===== src/sv/swre_pkg.sv =====
package swre_pkg;

  localparam int TIME_W  = 32;
  localparam int BYTES_W = 48;
  localparam int WIN_W   = 20;
  localparam int EDGE_W  = 34;
  localparam int NUM_W   = 80;
  localparam int DEN_W   = 58;
  localparam int MUL_B_W = 16;
  localparam int PROD_W  = 64;

  localparam logic [MUL_B_W-1:0] MS_PER_SEC = 16'd1000;

  localparam logic [1:0] REG_WIN_ETA    = 2'd0;
  localparam logic [1:0] REG_WIN_RATE   = 2'd1;
  localparam logic [1:0] REG_DATA_TOTAL = 2'd2;

  localparam logic [WIN_W-1:0]   WIN_ETA_RST  = 20'd10000;
  localparam logic [WIN_W-1:0]   WIN_RATE_RST = 20'd5000;

endpackage


===== src/sv/swre_div.sv =====
module swre_div (
  input  logic                          clk,
  input  logic                          rst,
  input  logic                          start,
  input  logic [swre_pkg::NUM_W-1:0]    num,
  input  logic [swre_pkg::DEN_W-1:0]    den,
  output logic                          done,
  output logic [swre_pkg::NUM_W-1:0]    quo
);

  logic                          busy;
  logic [6:0]                    cnt;
  logic [swre_pkg::DEN_W-1:0]    rem;
  logic [swre_pkg::DEN_W-1:0]    den_r;
  logic [swre_pkg::DEN_W:0]      rem_sh;
  logic                          fits;

  assign rem_sh = {rem, quo[swre_pkg::NUM_W-1]};
  assign fits   = rem_sh >= {1'b0, den_r};

  always_ff @(posedge clk) begin
    if (rst) begin
      busy <= 1'b0;
      done <= 1'b0;
      cnt  <= '0;
    end else begin
      done <= 1'b0;
      if (start) begin
        busy  <= 1'b1;
        cnt   <= '0;
        rem   <= '0;
        den_r <= den;
        quo   <= num;
      end else if (busy) begin
        rem <= fits ? swre_pkg::DEN_W'(rem_sh - {1'b0, den_r})
                    : rem_sh[swre_pkg::DEN_W-1:0];
        quo <= {quo[swre_pkg::NUM_W-2:0], fits};
        cnt <= cnt + 7'd1;
        if (cnt == 7'(swre_pkg::NUM_W - 1)) begin
          busy <= 1'b0;
          done <= 1'b1;
        end
      end
    end
  end

endmodule


===== config.mk =====
export PLATFORM = sky130hd
export DESIGN_NAME = swre_div
export DESIGN_NICKNAME = d
export VERILOG_FILES = /design/src/sv/swre_pkg.sv /design/src/sv/swre_div.sv
export SDC_FILE = /design/constraint.sdc
export NUM_CORES = 1
export LEC_CHECK = 0
export BUFFER_PORTS_ARGS = -buffer_cell sky130_fd_sc_hd__buf_2
export CAP_MARGIN = 15
export CORE_MARGIN = 2
export CORE_UTILIZATION = 25
export DETAILED_ROUTE_END_ITERATION = 12
export GPL_ROUTABILITY_DRIVEN = 0
export PLACE_DENSITY = 0.45
export SKIP_LAST_GASP = 1
export SYNTH_ARGS = -nofsm -noshare
export SYNTH_HDL_FRONTEND = slang
export SYNTH_SLANG_ARGS = --single-unit

===== constraint.sdc =====
create_clock -name clk -period 11.5 [get_ports clk]
set_input_delay 2.3 -clock clk [delete_from_list [all_inputs] [get_ports clk]]
set_output_delay 2.3 -clock clk [all_outputs]
set_load 0.01 [all_outputs]

==> metrics.cfg, run 1 <==
[clocking]
cts_tree = built
h-tree-depth = 1
worstSkewPairLatency_ps = 560
post-cts-setup-buffers = 0
clock_sink_count = 205
path_clk_slew_ps = 60
tritoncts.num_buffers = 26
cts-root-buf = clkbuf_16
number_of_gates_resized_after_cts = 0
clock_path_buffers = 3
post_cts_hold_buffer_count = 0

[critical_path]
r2r_cells = 15
critical_path.cell_chain = buf_4 > nor2_1 > nor2_4 > buf_4 > buf_4
crit_slowest_cell = buf_4
worst-path-max-fanout = 66
crit_start = start
worstReg2RegStart = quo[79]
largest_delay_share_family_worst_path = buffers and inverters
worst_path_largest_cell_delay_ps = 780
worstReg2RegEnd = rem[56]
critical_path_class = in2reg
timing.critical_path.buf_inv = 3
worstPathRequired_ps = 11690
cp_num_cells = 5
worst_setup_start_kind = input port
worstSetupEndpointType = register
worstPathArrival_ps = 4670
worstSetupEndpoint = quo[67]
reg2reg_slack_ps = 7410
critical_path.most_common_cell = buf_4

[sta]
report.final.hold_viol_count = 0
setup_viol = 0
layout_worst_path_cycle_share_pct = 38.97
rsz_0062_raised_after_global_routing = false
maxSlewHeadroom_pct = 36.33
fin_hold_ws_ps = 495.3
worst_pin_slew_ps = 953.7
final.setup.worst_slack_ps = 7018
final_period_minus_worst_setup_slack_ps = 4482
finClkSkew_ps = 16.94
fin_tns_setup_ps = 0
max_freq_ghz = 0.2231
finalMaxSlewViolations = 0

[floorplan]
floorplan.io_pins = 222
floorplan.initialDensity_pct = 25.29
die_area_um2 = 47530
core-area_um2 = 45280
die_outline_height_um = 218.0
rows = 78
chipWidth_um = 218.0

[grt]
grtUsageTotal_pct = 12.93
pin_count_of_the_biggest_net_entering_global_routing = 77
antenna_violations_before_repair = 3
grt_pass1_wl_um = 49270
grt.overflow.total = 0
grt_pass1_vias = 8826

[yosys]
asyncSetResetFlopFracSynth_pct = 0
post_synth_inst_count = 1051
synth.net_count = 1252
ys_ff_latch = 205
synth_top_flop_cell = edfxtp_1
edff_count_synth = 196
netlist_area_um2 = 11450
synthesis.area_per_instance_um2 = 10.90
synth_largest_area_cell = edfxtp_1
synth.lib_cells_used.distinct = 53
sequential_fraction_of_the_synthesis_area_pct = 52.97
synth_area_leaders = edfxtp_1 (51%), mux2_2 (7.9%), ha_1 (6.4%)
synth_top_area_share_pct = 51.40
ys_warn_count = 0

[power_and_ir_drop]
powerDensity_nw_per_um2 = 158.4
swShare_pct = 30.32
combPwrFrac_pct = 23.1
ir_drop_v = 0.0001041
seqPwrFrac_pct = 41.7
cellLeakagePower_nw = 5.607
power_mw = 2.215
clockPowerShare_pct = 35.1
p_switching_mw = 0.6715
p_int_mw = 1.543

[cells_and_area]
mostFrequentLayoutCells = buf_2 (220), edfxtp_1 (196), nand2_1 (139)
final_net_count = 1458
drive_gt1_share_pct = 28.21
footprint_of_the_multi_input_gates_um2 = 4950
areaGrowthSynthToFinish_pct = 22.14
layout.filler_cells = 4814
regArea_um2 = 6066
mostFrequentLayoutCell = buf_2
stdcell_count = 1877

[detailed_routing]
antenna_violating_nets_post_route = 0
drt_wl_total_um = 31130
drt-wirelength-per-cell_um = 16.59
route.detailed.vias_per_inst = 4.595
num_vias = 8624
drtPass1Iterations = 4
drtIter0Drc = 408
detail_route.drc_violations = 0

[placement]
io_buffers = 221
placedCellCount = 1829
hpwl_um = 22400
preCtsSetupSlack_ps = 6293

[flow_run]
maxCapViolations = 0

[status]
outcome = finished, final reports clean

[hold_path]
min-delay-path-class = reg2reg

flip-flops by register name (all words and copies together) (netlist names):
register,cells
den_r,58
cnt,7
done,1
busy,1
quo,80
rem,58
per-layer routing:
metal	GRT usage, %	up-vias	wire, µm
li1	-	4260	-
met1	16.37	4106	13860
met2	21.59	208	14570
met3	3.752	48	2012
met4	3.220	2	675
met5	0	-	11
cell type report:
type,instances,area share [%]
repair buffers,227,8.248
well taps,600,5.368
clock inverters,17,0.9662
multi-input cells,727,35.39
diodes,1,0.01789
inverters,70,1.879
flip-flops and latches,205,43.37
clock buffers,30,4.759
cells in the mapped netlist (9+ instances only):
library cell and number:
a211oi_1 22, a21o_1 16, a21oi_1 109, a31oi_1 13
clkbuf_1 44, dfxtp_1 9, edfxtp_1 196, ha_1 59
inv_1 69, mux2_2 80, nand2_1 139, nand3_1 14
nand4_1 20, nor2_1 55, nor2b_1 9, nor3_1 9
o21ai_0 45, o21bai_1 9, xnor2_1 31, xor2_1 27
cell families (layout without fill, tap and decap cells):
logic type / after synthesis / after routing / synth area share, %
flip-flops: 205 / 205 / 52.97
AND/OR/NAND/NOR: 279 / 279 / 10.83
other: 0 / 1 / 0
adder cells (fa/ha/maj): 60 / 60 / 6.622
buffers and inverters: 119 / 344 / 3.934
XOR/XNOR: 58 / 58 / 4.436
AO/OA/AOI/OAI: 248 / 248 / 13.17
multiplexers: 82 / 82 / 8.042
stage by stage:
stage | utilization [%] | cell area, µm²
finish | 30.89 | 13990
global route | 30.88 | 13980
CTS | 30.88 | 13980
detailed placement | 29.11 | 13180
global placement | 29.11 | 13180
floorplan | - | 11450
power groups by stage:
stage / logic, mW / clock network, mW / registers [mW]
3_5_place_dp: 0.515 / 0 / 0.939
6_report: 0.513 / 0.778 / 0.924
5_1_grt: 0.577 / 0.831 / 0.931
4_1_cts: 0.519 / 0.810 / 0.925
3_3_place_gp: 0.517 / 0 / 0.939
2_1_floorplan: 0.363 / 0 / 0.946
worst reg2reg max path: stages, from the launching register on:
cell and delay (ps):
edfxtp_1 400, inv_1 80, ha_1 170, inv_1 60
fa_1 400, a21oi_1 270, o221ai_1 190, a21oi_1 250
o21ai_0 270, a21oi_1 400, o21ai_0 320, nand2b_1 170
nand3_1 170, a221oi_1 340, xnor2_1 110, a31o_2 240
worst min path at each step:
stage            from     end  slack [ps]  depth (start not counted)
3_5_place_dp   cnt[6]  cnt[6]         490                          2
6_report       cnt[6]  cnt[6]         500                          2
4_1_cts        cnt[6]  cnt[6]         500                          2
2_1_floorplan  cnt[6]  cnt[6]         460                          2
3_3_place_gp   cnt[6]  cnt[6]         480                          2
5_1_grt        cnt[6]  cnt[6]         520                          2
Power figures use the tool's default switching activity.
==> run 2, diff against run 1 <==
- PLACE_DENSITY: 0.45 -> 0.47
- clock period: 11.5 -> 3.79 ns (I/O delays scaled with it)
==> run 2 against run 1 <==
  * Critical path depth up 9
  * Via count grew 2.0%
  * Hold slack got worse by 140 ps
  * Clock-buffer cell count unchanged
  * Wire length is 1.7% higher
  * Clock skew up 2.7 ps
  * Final area up 2.3%
  * Setup slack worse by 6800 ps
==> metrics.cfg, run 2 (same netlist as run 1, synthesis figures left out) <==
[status]
outcome = finished, final reports clean  ; unchanged

[grt]
grt_util_met1_pct = 16.70  ; was 16.37%
grtUsageMet2_pct = 21.92  ; was 21.59%
grt_pass1_vias = 9022  ; was 8826
grt.overflow.total = 0  ; unchanged
grt_pass1_wl_um = 50120  ; was 49270 µm
grt_util_met3_pct = 3.835  ; was 3.752%
antenna_violations_before_repair = 5  ; was 3
pin_count_of_the_biggest_net_entering_global_routing = 80  ; was 77
globalRoute.busiestLayer = met2  ; unchanged
grtUsageTotal_pct = 13.17  ; was 12.93%

[critical_path]
crit_slowest_cell = ha_1  ; was buf_4
worstSetupEndpointType = register  ; unchanged
worstPathArrival_ps = 3860  ; was 4670 ps
r2r_cells = 14  ; was 15
largest_delay_share_family_worst_path = compound AO/OA/AOI/OAI gates  ; was buffers and inverters
worstReg2RegStart = rem[6]  ; was quo[79]
worstReg2RegEnd = rem[47]  ; was rem[56]
worst_setup_start_kind = register  ; was input port
worst_path_largest_cell_delay_ps = 430  ; was 780 ps
timing.critical_path.buf_inv = 3  ; unchanged
critical_path_class = reg2reg  ; was in2reg
critical_path.cell_chain = ha_1 > nand2_1 > or3_1 > a31o_1 > a21oi_2 > o21bai_1 > o21ai_1 > a21oi_1 > o41ai_4 > buf_4 > inv_2 > buf_4 > nand2_1 > a21oi_1  ; was buf_4 > nor2_1 > nor2_4 > buf_4 > buf_4
reg2reg_slack_ps = 210  ; was 7410 ps
worst-path-max-fanout = 16  ; was 66
worstPathRequired_ps = 4060  ; was 11690 ps

[cells_and_area]
layout_top_registers = quo (80), den_r (58), rem (58)  ; unchanged
drive_gt1_share_pct = 29.74  ; was 28.21%
final_net_count = 1477  ; was 1458
largest_register_ff_count = 80  ; unchanged
top_register = quo  ; unchanged
utilization_after_layout_pct = 31.60  ; was 30.89%
mostFrequentLayoutCell = buf_2  ; unchanged
areaGrowthSynthToFinish_pct = 24.95  ; was 22.14%
mostFrequentLayoutCells = buf_2 (220), edfxtp_1 (196), nand2_1 (139)  ; unchanged

[clocking]
cts_tree = built  ; unchanged
worstSkewPairLatency_ps = 580  ; was 560 ps
path_clk_slew_ps = 60  ; about the same
tritoncts.num_buffers = 28  ; was 26
cts-root-buf = clkbuf_16  ; unchanged
post_cts_hold_buffer_count = 0  ; unchanged
h-tree-depth = 1  ; unchanged
clock_sink_count = 205  ; unchanged
clock_path_buffers = 3  ; unchanged

[floorplan]
chipWidth_um = 218.0  ; unchanged
die_outline_height_um = 218.0  ; unchanged
floorplan.initialDensity_pct = 25.29  ; unchanged
floorplan.io_pins = 222  ; unchanged
rows = 78  ; unchanged
core-area_um2 = 45280  ; unchanged
die_area_um2 = 47530  ; unchanged

[detailed_routing]
detail_route.drc_violations = 0  ; unchanged
route.detailed.vias_per_inst = 4.630  ; was 4.595
drtPass1Iterations = 5  ; was 4
antenna_violating_nets_post_route = 0  ; unchanged
drt_wl_total_um = 31660  ; was 31130 µm
drt-wirelength-per-cell_um = 16.66  ; was 16.59 µm
drtIter0Drc = 427  ; was 408
num_vias = 8797  ; was 8624

[power_and_ir_drop]
clockPowerShare_pct = 38.1  ; was 35.1%
p_int_mw = 5.022  ; was 1.543 mW
combPwrFrac_pct = 22.7  ; was 23.1%
swShare_pct = 29.81  ; was 30.32%
seqPwrFrac_pct = 39.2  ; was 41.7%
cellLeakagePower_nw = 5.770  ; was 5.607 nW
power_mw = 7.154  ; was 2.215 mW
powerDensity_nw_per_um2 = 500.0  ; was 158.4 nW/µm²
p_switching_mw = 2.133  ; was 0.6715 mW
ir_drop_v = 0.0004483  ; was 0.0001041 V

[sta]
rsz_0062_raised_after_global_routing = false  ; unchanged
fin_tns_setup_ps = 0  ; unchanged
max_freq_ghz = 0.2790
final_period_minus_worst_setup_slack_ps = 3584
layout_worst_path_cycle_share_pct = 94.56
worst_pin_slew_ps = 802.4  ; was 953.7 ps
maxSlewHeadroom_pct = 46.51  ; was 36.33%
fin_hold_ws_ps = 352.7  ; was 495.3 ps
report.final.hold_viol_count = 0  ; unchanged
setup_viol = 0  ; unchanged
finClkSkew_ps = 19.65  ; was 16.94 ps
finalMaxSlewViolations = 0  ; unchanged

[placement]
io_buffers = 221  ; unchanged
hpwl_um = 22970  ; was 22400 µm

[hold_path]
min-delay-path-class = in2reg  ; was reg2reg
holdPathStages = 1  ; was 2
hold_path_startpoint = den[16]  ; was cnt[6]
min_to = den_r[16]  ; was cnt[6]

[flow_run]
maxCapViolations = 0  ; unchanged

## run 2: cell count changes in the layout (fill, tap and decap cells not counted), sizes merged
cell / previous run / this run
inv: 70 / 71
diode: 1 / 2
bufinv: 1 / 4
buf: 227 / 244
clkinvlp: 0 / 1
## run 2: worst max-delay path by stage
stage,slack [ps],from,depth (start not counted),endpoint
6_report,210,rem[6],14,rem[47]
2_1_floorplan,80,start,4,quo[0]
5_1_grt,10,quo[79],15,rem[56]
4_1_cts,130,rem[6],12,rem[45]
3_5_place_dp,150,rem[6],12,rem[45]
3_3_place_gp,310,rem[32],13,rem[54]
## run 2: worst register-to-register path, stage by stage, from the launching register on
cell and delay, ps:
edfxtp_1 390, ha_1 430, nand2_1 120, or3_1 320, a31o_1 220, a21oi_2 230
o21bai_1 170, o21ai_1 240, a21oi_1 200, o41ai_4 320, buf_4 200, inv_2 80
buf_4 220, nand2_1 90, a21oi_1 70
## run 2: final cells by class
cell class | instances | area, µm²
inverters | 70 | 262.8
clock inverters | 22 | 240.2
multi-input cells | 727 | 4957
repair buffers | 244 | 1318
diodes | 2 | 5.005
clock buffers | 30 | 708.2
fillers | 4778 | 30980
well taps | 600 | 750.7
flip-flops and latches | 205 | 6066
## run 2: repair_timing
action,CTS,global route
endpoints found under the setup margin,0,41
setup buffers,0,1
resized for setup,0,5
## run 2: per-stage QoR
| step | std cells | worst slack, ps | cell area [µm²] |
|---|---|---|---|
| 4_1_cts | 1897 | 125.3 | 14280 |
| 2_1_floorplan | 1051 | 82.46 | 11460 |
| 5_1_grt | 1899 | 11.95 | 14310 |
| 3_3_place_gp | 1845 | 311.6 | 13330 |
| 3_5_place_dp | 1845 | 148.7 | 13330 |
| 6_report | 1900 | 206.2 | 14310 |
## run 2: metal layers
layer	wire [µm]	part of all wire [%]	up-vias
li1	-	-	4290
met1	13950	44	4197
met2	14730	47	252
met3	2178	6.9	50
met4	728	2.3	8
met5	66	0.21	-
## run 2: power groups by stage
stage	sequential, mW	combinational (mW)	clock [mW]
floorplan	2.86	1.10	0
global placement	2.85	1.63	0
detailed placement	2.85	1.62	0
CTS	2.81	1.63	2.83
global route	2.82	1.82	2.90
finish	2.80	1.63	2.73
==> run 3, diff against run 2 <==
- ABC_AREA: unset -> 1
- CORE_ASPECT_RATIO: unset -> 1.2
- PLACE_DENSITY: 0.47 -> 0.46
==> run 3 against run 2 <==
  * Sequential share of layout area is 6.3 points lower
  * Global-route usage up 2.9 points
  * Die area grew 22%
  * Critical path depth stayed put
  * Power is 14% higher
  * Critical endpoint is now rem[29]
==> metrics.cfg, run 3 <==
[status]
outcome = finished, final reports clean  ; unchanged

[clocking]
cts_tree = built  ; unchanged
post-cts-setup-buffers = 0  ; unchanged
post_cts_hold_buffer_count = 0  ; unchanged
clock_sink_count = 205  ; unchanged
number_of_gates_resized_after_cts = 0  ; unchanged
path_clk_slew_ps = 60  ; about the same
worstSkewPairLatency_ps = 560  ; was 580 ps
clock_path_buffers = 3  ; unchanged
tritoncts.num_buffers = 26  ; was 28
h-tree-depth = 1  ; unchanged
cts-root-buf = clkbuf_16  ; unchanged

[sta]
final_period_minus_worst_setup_slack_ps = 2995  ; was 3584 ps
rsz_0062_raised_after_global_routing = false  ; unchanged
finalMaxSlewViolations = 0  ; unchanged
layout_worst_path_cycle_share_pct = 79.02  ; was 94.56%
fin_tns_setup_ps = 0  ; unchanged
finClkSkew_ps = 12.08  ; was 19.65 ps
maxSlewHeadroom_pct = 41.50  ; was 46.51%
report.final.hold_viol_count = 0  ; unchanged
worst_pin_slew_ps = 877.5  ; was 802.4 ps
final.setup.worst_slack_ps = 795.1  ; was 206.2 ps
fin_hold_ws_ps = 376.3  ; was 352.7 ps
max_freq_ghz = 0.3339  ; was 0.2790 GHz
setup_viol = 0  ; unchanged

[cells_and_area]
largest_register_ff_count = 80  ; unchanged
drive_gt1_share_pct = 14.65  ; was 29.74%
mostFrequentLayoutCell = nand2_1  ; was buf_2
layout.filler_cells = 6135  ; was 4778
areaGrowthSynthToFinish_pct = 19.91  ; was 24.95%
layout_top_registers = quo (80), den_r (58), rem (58)  ; unchanged
top_register = quo  ; unchanged
final_net_count = 2413  ; was 1477
mostFrequentLayoutCells = nand2_1 (863), inv_1 (399), buf_2 (221)  ; was buf_2 (220), edfxtp_1 (196), nand2_1 (139)

[critical_path]
worstReg2RegStart = rem[36]  ; was rem[6]
crit_slowest_cell = inv_2  ; was ha_1
worst_path_largest_cell_delay_ps = 540  ; was 430 ps
critical_path.most_common_cell = nand2_1
worst-path-max-fanout = 37  ; was 16
crit_start = rem[36]  ; was rem[6]
critical_path.cell_chain = ha_1 > nand2_1 > inv_1 > nand2_1 > nand2_1 > nand2_1 > nand2_1 > inv_1 > a21oi_1 > nor2_2 > nand2_8 > inv_2 > nor2_1 > nor2_2  ; was ha_1 > nand2_1 > or3_1 > a31o_1 > a21oi_2 > o21bai_1 > o21ai_1 > a21oi_1 > o41ai_4 > buf_4 > inv_2 > buf_4 > nand2_1 > a21oi_1
worstPathRequired_ps = 4200  ; was 4060 ps
critical_path_class = reg2reg  ; unchanged
worstSetupEndpointType = register  ; unchanged
worstPathArrival_ps = 3410  ; was 3860 ps
worst_setup_start_kind = register  ; unchanged

[yosys]
sequential_fraction_of_the_synthesis_area_pct = 43.26  ; was 52.97%
netlist_area_um2 = 14020  ; was 11450 µm²
asyncSetResetFlopFracSynth_pct = 0  ; unchanged
synth_top_area_share_pct = 41.97  ; was 51.40%
synth.most_common_cell = nand2_1  ; was edfxtp_1
synth_area_leaders = edfxtp_1 (42%), nand2_1 (23%), inv_1 (11%)  ; was edfxtp_1 (51%), mux2_2 (7.9%), ha_1 (6.4%)
synth.cells.most_frequent = nand2_1 (863), inv_1 (400), edfxtp_1 (196)  ; was edfxtp_1 (196), nand2_1 (139), a21oi_1 (109)
post_synth_inst_count = 1990  ; was 1051
edff_count_synth = 196  ; unchanged
ys_ff_latch = 205  ; unchanged
synthesis.area_per_instance_um2 = 7.046  ; was 10.90 µm²
synth.lib_cells_used.distinct = 37  ; was 53
synth_largest_area_cell = edfxtp_1  ; unchanged
synth_top_flop_cell = edfxtp_1  ; unchanged
synth.net_count = 2191  ; was 1252
ys_warn_count = 0  ; unchanged

[detailed_routing]
drtPass1Iterations = 5  ; unchanged
drt-wirelength-per-cell_um = 15.71  ; was 16.66 µm
antenna_violating_nets_post_route = 0  ; unchanged
route.detailed.vias_per_inst = 4.258  ; was 4.630
detail_route.drc_violations = 0  ; unchanged
num_vias = 12604  ; was 8797
drtIter0Drc = 610  ; was 427
drt_wl_total_um = 46510  ; was 31660 µm

[floorplan]
floorplan.io_pins = 222  ; unchanged
die_outline_height_um = 263.4  ; was 218.0 µm
core-area_um2 = 55750  ; was 45280 µm²
chipWidth_um = 220.2  ; was 218.0 µm
die_area_um2 = 58010  ; was 47530 µm²
rows = 95  ; was 78
floorplan.initialDensity_pct = 25.15  ; was 25.29%

[grt]
grtUsageTotal_pct = 16.07  ; was 13.17%
grt_pass1_wl_um = 72290  ; was 50120 µm
grt.overflow.total = 0  ; unchanged
antenna_violations_before_repair = 6  ; was 5
pin_count_of_the_biggest_net_entering_global_routing = 83  ; was 80
grt_pass1_vias = 12722  ; was 9022

[placement]
preCtsSetupSlack_ps = 783.1  ; was 148.7 ps
hpwl_um = 36690  ; was 22970 µm
io_buffers = 221  ; unchanged

[flow_run]
maxCapViolations = 0  ; unchanged

[hold_path]
min-delay-path-class = in2reg  ; unchanged
hold_path_startpoint = den[40]  ; was den[16]

[power_and_ir_drop]
power_mw = 8.187  ; was 7.154 mW
ir_drop_v = 0.0003234  ; was 0.0004483 V
powerDensity_nw_per_um2 = 486.9  ; was 500.0 nW/µm²
cellLeakagePower_nw = 9.002  ; was 5.770 nW

run 3: cell types whose count changed after synthesis, moves of 9 or more:
cell / change
a211oi_1: -22
a21o_1: -16
a21oi_1: -73
a31oi_1: -11
clkbuf_1: -21
inv_1: +331
mux2_2: -80
nand2_1: +724
nand3_1: +49
nand3_2: +18
nor2_1: +106
nor2_2: +13
nor2b_1: -9
xnor2_1: -31
run 3: power by group:
part	internal (mW)	switching, mW	total, mW
sequential	2.81	0.130	2.94
combinational	0.874	1.84	2.72
clock	1.51	1.02	2.53
total	5.19	3.00	8.19
run 3: stage by stage:
stage	instance area [µm²]	std cells	util (%)
global route	16810	2959	30.16
finish	16810	2960	30.16
floorplan	14040	1990	-
detailed placement	15970	2911	28.64
CTS	16810	2959	30.16
global placement	15950	2910	28.61
run 3: path summary, 6_finish.rpt:
path | to | slack [ps] | cells after the start
setup / recovery | rem[29] | 800 | 14
setup reg to reg | rem[29] | 800 | 14
hold reg to reg | cnt[2] | 480 | 2
hold / removal | den_r[40] | 380 | 1
run 3: kinds of logic (layout without fill, tap and decap cells):
family                     count (synthesis)  in the layout  synth area share [%]
and+or+nand+nor                         1175           1175                 34.41
buffers and inverters                    444            686                 12.32
DFF                                      205            205                 43.26
AOI/OAI and AO/OA                         80             80                 2.980
adders and majority gates                 60             60                 5.407
xor gates and xnor gates                  26             26                 1.624
other                                      0              1                     0
run 3: final cells by class:
| type | instances | area, µm² | share of cell area (%) |
|---|---|---|---|
| multi-input cells | 1341 | 6247 | 37.16 |
| inverters | 408 | 1534 | 9.123 |
| flip-flops and latches | 205 | 6066 | 36.08 |
| repair buffers | 230 | 1211 | 7.203 |
| diodes | 1 | 2.502 | 0.01488 |
| well taps | 727 | 909.6 | 5.410 |
| clock inverters | 12 | 133.9 | 0.7962 |
| clock buffers | 36 | 709.4 | 4.219 |
run 3: routing by layer:
metal  vias up  part of all wire (%)  wire [µm]  track usage (%)
met4        12                   4.8       2215            7.183
met1      5619                    41      18870            18.67
met2       375                    48      22160            27.78
li1       6497                     -          -                -
met3       101                   6.8       3184            3.767
met5         -                  0.18         82                0
run 3: worst max-delay path: cells and delay by family (launching register included):
kind,cells,cell delay [ps]
and+or+nand+nor,9,1280
buffers and inverters,3,670
DFF,1,400
adders and majority gates,1,390
AOI/OAI and AO/OA,1,80
